[src/design/prle_pkg.sv]
package prle_pkg;

  // longest run one pair can carry
  localparam logic [7:0] MaxRun = 8'd255;

  // result queue depth and its index widths
  localparam int unsigned FifoDepth = 4;
  localparam int unsigned PtrW      = $clog2(FifoDepth);
  localparam int unsigned CntW      = $clog2(FifoDepth + 1);

  // input beat
  typedef struct packed {
    logic [7:0] pixel_color;
    logic       frame_end;
  } pix_in_t;

  // result beat
  typedef struct packed {
    logic [7:0] run_color;
    logic [7:0] run_length;
    logic       frame_done;
    logic       last_result;
  } run_out_t;

  // results of one item handed to the queue, compacted into beat0 first
  typedef struct packed {
    logic [1:0] cnt;
    run_out_t   beat0;
    run_out_t   beat1;
  } push_t;

endpackage

[src/design/pixel_run_length_encoder.sv]
// channel  | valid       | stall        | payload
// input    | in_valid_i  | in_stall_o   | in_data_i  (prle_pkg::pix_in_t)
// output   | out_valid_o | out_stall_i  | out_data_o (prle_pkg::run_out_t)
// config   | cfg_we_i    | -            | cfg_wdata_i (rle_enable)
//
// one pixel per cycle while the queue has room: a beat is registered, then
// encoded from that register, and its zero, one or two results go into a four-entry result queue
// a result passes the input register and the queue registers before it shows on out_valid_o
// the queue drains one beat per cycle while out_stall_i is low, so an item with two
// results takes two beats of output bandwidth; input stalls when the queue holds
// more than two beats
// reset clears run state and queue and sets rle_enable to 1
module pixel_run_length_encoder (
  input  logic                clk_i,
  input  logic                rst_ni,
  input  logic                in_valid_i,
  output logic                in_stall_o,
  input  prle_pkg::pix_in_t   in_data_i,
  output logic                out_valid_o,
  input  logic                out_stall_i,
  output prle_pkg::run_out_t  out_data_o,
  input  logic                cfg_we_i,
  input  logic                cfg_wdata_i
);

  logic                in_valid_q, in_valid_d;
  prle_pkg::pix_in_t   in_q;
  logic                rle_enable_q;
  logic [7:0]          open_color_q, open_color_d;
  logic [7:0]          open_count_q, open_count_d;
  logic                run_open_q, run_open_d;
  logic                room;
  logic                fire;
  logic                accept;
  logic                same;
  logic                extend;
  logic                emit_old;
  logic                emit_new;
  logic [7:0]          new_color;
  logic [7:0]          new_count;
  prle_pkg::run_out_t  old_beat;
  prle_pkg::run_out_t  new_beat;
  prle_pkg::push_t     push;

  // input handshake
  assign fire       = in_valid_q && room;
  assign in_stall_o = in_valid_q && !room;
  assign accept     = in_valid_i && !in_stall_o;

  always_comb begin
    in_valid_d = in_valid_q;
    if (accept) begin
      in_valid_d = 1'b1;
    end else if (fire) begin
      in_valid_d = 1'b0;
    end
  end

  always_ff @(posedge clk_i or negedge rst_ni) begin
    if (!rst_ni) begin
      in_valid_q <= 1'b0;
    end else begin
      in_valid_q <= in_valid_d;
    end
  end

  always_ff @(posedge clk_i) begin
    if (accept) begin
      in_q <= in_data_i;
    end
  end

  // mode register
  always_ff @(posedge clk_i or negedge rst_ni) begin
    if (!rst_ni) begin
      rle_enable_q <= 1'b1;
    end else if (cfg_we_i) begin
      rle_enable_q <= cfg_wdata_i;
    end
  end

  // encode the registered pixel against the open run
  always_comb begin
    same      = run_open_q && (in_q.pixel_color == open_color_q) &&
                (open_count_q < prle_pkg::MaxRun);
    extend    = rle_enable_q && same;
    emit_old  = run_open_q && !extend;
    emit_new  = !rle_enable_q || in_q.frame_end;
    new_color = extend ? open_color_q : in_q.pixel_color;
    new_count = extend ? open_count_q + 8'd1 : 8'd1;

    old_beat.run_color   = open_color_q;
    old_beat.run_length  = open_count_q;
    old_beat.frame_done  = 1'b0;
    old_beat.last_result = rle_enable_q && !in_q.frame_end;

    new_beat.run_color   = new_color;
    new_beat.run_length  = new_count;
    new_beat.frame_done  = in_q.frame_end;
    new_beat.last_result = 1'b1;

    push.beat0 = emit_old ? old_beat : new_beat;
    push.beat1 = new_beat;
    push.cnt   = fire ? {1'b0, emit_old} + {1'b0, emit_new} : 2'd0;
  end

  // run state update
  always_comb begin
    open_color_d = open_color_q;
    open_count_d = open_count_q;
    run_open_d   = run_open_q;
    if (fire) begin
      if (emit_new) begin
        open_color_d = 8'd0;
        open_count_d = 8'd0;
        run_open_d   = 1'b0;
      end else begin
        open_color_d = new_color;
        open_count_d = new_count;
        run_open_d   = 1'b1;
      end
    end
  end

  always_ff @(posedge clk_i or negedge rst_ni) begin
    if (!rst_ni) begin
      open_color_q <= 8'd0;
      open_count_q <= 8'd0;
      run_open_q   <= 1'b0;
    end else begin
      open_color_q <= open_color_d;
      open_count_q <= open_count_d;
      run_open_q   <= run_open_d;
    end
  end

  // result queue
  prle_fifo u_fifo (
    .clk_i       (clk_i),
    .rst_ni      (rst_ni),
    .push_i      (push),
    .room_o      (room),
    .out_valid_o (out_valid_o),
    .out_stall_i (out_stall_i),
    .out_data_o  (out_data_o)
  );

endmodule

[src/design/prle_fifo.sv]
module prle_fifo (
  input  logic                clk_i,
  input  logic                rst_ni,
  input  prle_pkg::push_t     push_i,
  output logic                room_o,
  output logic                out_valid_o,
  input  logic                out_stall_i,
  output prle_pkg::run_out_t  out_data_o
);

  prle_pkg::run_out_t                mem_q [prle_pkg::FifoDepth];
  logic [prle_pkg::PtrW-1:0]         wr_ptr_q, wr_ptr_d;
  logic [prle_pkg::PtrW-1:0]         rd_ptr_q, rd_ptr_d;
  logic [prle_pkg::CntW-1:0]         count_q, count_d;
  logic [prle_pkg::PtrW-1:0]         wr_ptr_nxt;
  logic                              pop;

  // room for two beats, judged on the registered fill only
  assign room_o      = count_q <= prle_pkg::CntW'(prle_pkg::FifoDepth - 2);
  assign out_valid_o = count_q != '0;
  assign out_data_o  = mem_q[rd_ptr_q];
  assign pop         = out_valid_o && !out_stall_i;
  assign wr_ptr_nxt  = wr_ptr_q + prle_pkg::PtrW'(1);

  // pointer and fill bookkeeping
  always_comb begin
    wr_ptr_d = wr_ptr_q + prle_pkg::PtrW'(push_i.cnt);
    rd_ptr_d = pop ? rd_ptr_q + prle_pkg::PtrW'(1) : rd_ptr_q;
    count_d  = count_q + prle_pkg::CntW'(push_i.cnt) - prle_pkg::CntW'(pop);
  end

  always_ff @(posedge clk_i or negedge rst_ni) begin
    if (!rst_ni) begin
      wr_ptr_q <= '0;
      rd_ptr_q <= '0;
      count_q  <= '0;
    end else begin
      wr_ptr_q <= wr_ptr_d;
      rd_ptr_q <= rd_ptr_d;
      count_q  <= count_d;
    end
  end

  // storage, up to two beats written per cycle
  always_ff @(posedge clk_i) begin
    if (push_i.cnt != 2'd0) begin
      mem_q[wr_ptr_q] <= push_i.beat0;
    end
    if (push_i.cnt == 2'd2) begin
      mem_q[wr_ptr_nxt] <= push_i.beat1;
    end
  end

endmodule

[config.mk]
export PLATFORM = sky130hd
export DESIGN_NAME = pixel_run_length_encoder
export DESIGN_NICKNAME = d
export VERILOG_FILES = /design/src/design/prle_pkg.sv /design/src/design/pixel_run_length_encoder.sv /design/src/design/prle_fifo.sv
export SDC_FILE = /design/constraint.sdc
export NUM_CORES = 1
export LEC_CHECK = 0
export BUFFER_PORTS_ARGS = -buffer_cell sky130_fd_sc_hd__buf_4
export CORE_ASPECT_RATIO = 0.6
export CORE_UTILIZATION = 40
export CTS_BUF_LIST = sky130_fd_sc_hd__clkbuf_16
export DETAILED_ROUTE_END_ITERATION = 12
export GPL_ROUTABILITY_DRIVEN = 0
export SYNTH_ARGS = -nofsm -noshare
export SYNTH_HDL_FRONTEND = slang
export SYNTH_HIERARCHICAL = 1
export SYNTH_SLANG_ARGS = --single-unit
[constraint.sdc]
create_clock -name clk_i -period 5.03 [get_ports clk_i]
set_input_delay 0.7545 -clock clk_i [delete_from_list [all_inputs] [get_ports clk_i]]
set_output_delay 0.7545 -clock clk_i [all_outputs]
set_load 0.05 [all_outputs]
==> results.cfg <==
[run_status]
outcome = finished clean

[timing]
skew_ns = 0.0104
fin_ws_ns = 0.866
hold_viol = 0
worst_slew_margin_rel = 0.257
maxClockFrequency_ghz = 0.240
setup_tns_ns = 0
fin_crit_ns = 4.16
rsz0062_at_grt = no
worst_slew_pin_slew_ns = 1.11
post-route-period-util = 0.828
setup_violations = 0
drv_slew = 0

[place]
post-dp-hpwl_um = 7920
port_buffers = 34
pre_cts_ws_ns = 0.893

[detailed_routing]
wl_met1_um = 5940
vias = 3093
final_antenna_net_count = 0
drc = 0
wl_per_cell_um = 20.8
top_layer_used = met4
wirelength_um = 11900
vias_per_cell = 5.41
drt-initial-drc-count = 181
firstDrtPassIters = 4
wl_met2_um = 5240
wl_met3_um = 644

[clock_network]
cts.sinks = 107
clockBufferDepth = 2
post_cts.repair.setup_buffers = 0
clkTransAtPathRegs_ns = 0.08
cts_tree = done
insertion_delay_ns = 0.35
ctsHtreeMaxLevel = 3
cts_resized = 0
cts-root-buf = clkbuf_16
cts_inserted_buffers = 9
ctsHoldBuffers = 0

[grt]
grt_pass1_wl_um = 18700
grt_max_degree = 27
grt_overflow_total = 0
antenna_found_initial = 0
first_global_vias = 3084
track_usage = 0.180

[run]
cap_violations = 0

[floorplan]
die_h_um = 93.0
initial_core_util = 0.420
pin_count = 35
die_area_um2 = 14300
rows = 32
fp.dieW_um = 154
coreArea_um2 = 13100

[final_layout]
diodes = 0
layout.cells.most_common = edfxtp_1
drive_gt1_frac = 0.425
num-nets-final = 418
layout_common_cells = 81 x edfxtp_1, 80 x mux2_2, 41 x buf_4
syn2layout_area_growth_pct = 12.4
utilization = 0.472

[pwr]
p_leak_nw = 2.36
power_density_nw_per_um2 = 574
max-vdd-ir-drop_mv = 0.374

[logic_synthesis]
synth_seq_area_share = 0.559
ys_ff_latch = 107
netlist_area_um2 = 5520
synthCells = 366
synth-edff-count = 81
async_reset_ff_frac = 0.243
synthFlopType = edfxtp_1
yosysWarningCount = 6
ys_types = 54
avgSynthCellArea_um2 = 15.1

[critical_path]
r2r-start = open_count_q[0]$_DFFE_PN0P_
arrival_ns = 4.26
start_kind = register
crit_fanout = 18
crit_start = open_count_q[0]$_DFFE_PN0P_
criticalPathCategory = reg2reg
cp.required_ns = 5.12
slowest_delay_ns = 0.88
cp_cell_sequence = ha_1 -> nand3_2 -> or3_4 -> a41oi_4 -> nand2_2 -> nor2_1 -> nor2b_2 -> and3b_1 -> mux2_2
cp_slowest_cell = and3b_1
crit_path_end_kind = register

[min_path]
min_path_type = in2async
==> registers in the layout, indices dropped and copies added (netlist names) <==
name,count
in_valid_q,1
u_fifo/count_q,3
u_fifo/mem_q,72
run_open_q,1
u_fifo/rd_ptr_q,2
open_color_q,8
u_fifo/wr_ptr_q,2
in_q,9
rle_enable_q,1
open_count_q,8
==> synth_stat cells (3+ instances only) <==
| library cell | number | share of area |
|---|---|---|
| a21o_1 | 11 | 0.015 |
| a21oi_1 | 8 | 0.0073 |
| a22o_1 | 10 | 0.016 |
| buf_2 | 5 | 0.0045 |
| buf_4 | 4 | 0.0054 |
| buf_6 | 3 | 0.0061 |
| clkbuf_1 | 11 | 0.0075 |
| dfrtp_1 | 25 | 0.11 |
| edfxtp_1 | 81 | 0.44 |
| ha_1 | 5 | 0.011 |
| inv_1 | 9 | 0.0061 |
| mux2_2 | 80 | 0.16 |
| mux4_2 | 18 | 0.073 |
| nand2_1 | 15 | 0.010 |
| nand2b_1 | 5 | 0.0057 |
| nand3_1 | 4 | 0.0036 |
| nor2_1 | 8 | 0.0054 |
| o21a_1 | 3 | 0.0041 |
| xnor2_1 | 4 | 0.0063 |
| xor2_1 | 10 | 0.016 |
==> logic make-up (layout without fill, tap and decap cells) <==
| logic type | count (synthesis) | count (layout) | synth area share |
|---|---|---|---|
| buffers and inverters | 34 | 67 | 0.0331 |
| DFF | 107 | 107 | 0.559 |
| other | 1 | 4 | 0.000680 |
| xor gates and xnor gates | 14 | 14 | 0.0222 |
| adders and majority gates | 6 | 6 | 0.0150 |
| and+or+nand+nor | 61 | 61 | 0.0696 |
| AOI/OAI and AO/OA | 44 | 44 | 0.0617 |
| muxes | 99 | 99 | 0.239 |
==> where the power goes <==
part,internal (W),total [W],leakage [nW],switching (W)
clock network,0.000331,0.000646,0.135,0.000315
registers,0.00123,0.00140,1.08,0.000169
logic,0.000588,0.00152,1.15,0.000930
total,0.00215,0.00356,2.36,0.00141
==> layer usage <==
metal | GRT usage | vias to the layer above
met2 | 0.257 | 67
met1 | 0.279 | 1559
met4 | 0.0325 | 0
li1 | - | 1459
met3 | 0.0380 | 8
met5 | 0 | -
==> final timing paths <==
kind | cells after the start | slack [ns] | to
min in group clk_i | 1 | 0.49 | u_fifo/rd_ptr_q[0]$_DFFE_PN0P_
max in group asynchronous | 1 | 4.38 | rle_enable_q$_DFFE_PN1P_
min | 1 | 0.32 | u_fifo/wr_ptr_q[1]$_DFF_PN0_
max | 9 | 0.87 | u_fifo/mem_q[3][10]$_DFFE_PP_
max reg2reg | 9 | 0.87 | u_fifo/mem_q[3][10]$_DFFE_PP_
min reg2reg | 1 | 0.49 | u_fifo/rd_ptr_q[0]$_DFFE_PN0P_
==> through the flow <==
| stage | cells | hold slack, ns | total power [W] | instance area [µm²] |
|---|---|---|---|---|
| 2_1_floorplan | 369 | 0.459 | 0.00252 | 5530 |
| 3_3_place_gp | 556 | 0.475 | 0.00293 | 5940 |
| 3_5_place_dp | 556 | 0.480 | 0.00296 | 5940 |
| 4_1_cts | 572 | 0.331 | 0.00361 | 6200 |
| 5_1_grt | 572 | 0.336 | 0.00375 | 6200 |
| 6_report | 572 | 0.320 | 0.00356 | 6200 |
==> cell type report <==
| class | instances | area [µm²] |
|---|---|---|
| clock inverter | 7 | 40.0 |
| sequential | 107 | 3080 |
| inverter | 9 | 33.8 |
| multi-input combinational | 228 | 2280 |
| fill | 1187 | 6930 |
| timing repair buffer | 42 | 328 |
| clock buffer | 9 | 225 |
| tap | 170 | 213 |
==> worst max-delay path: cells and delay by family (launching register included) <==
kind | cells | cell delay, ns
adder cells (fa/ha/maj) | 1 | 0.26
AND/OR/NAND/NOR | 6 | 2.13
multiplexers | 1 | 0.42
AO/OA/AOI/OAI | 1 | 0.66
flip-flops | 1 | 0.44
Note: power is estimated with default switching activity, not from simulation.
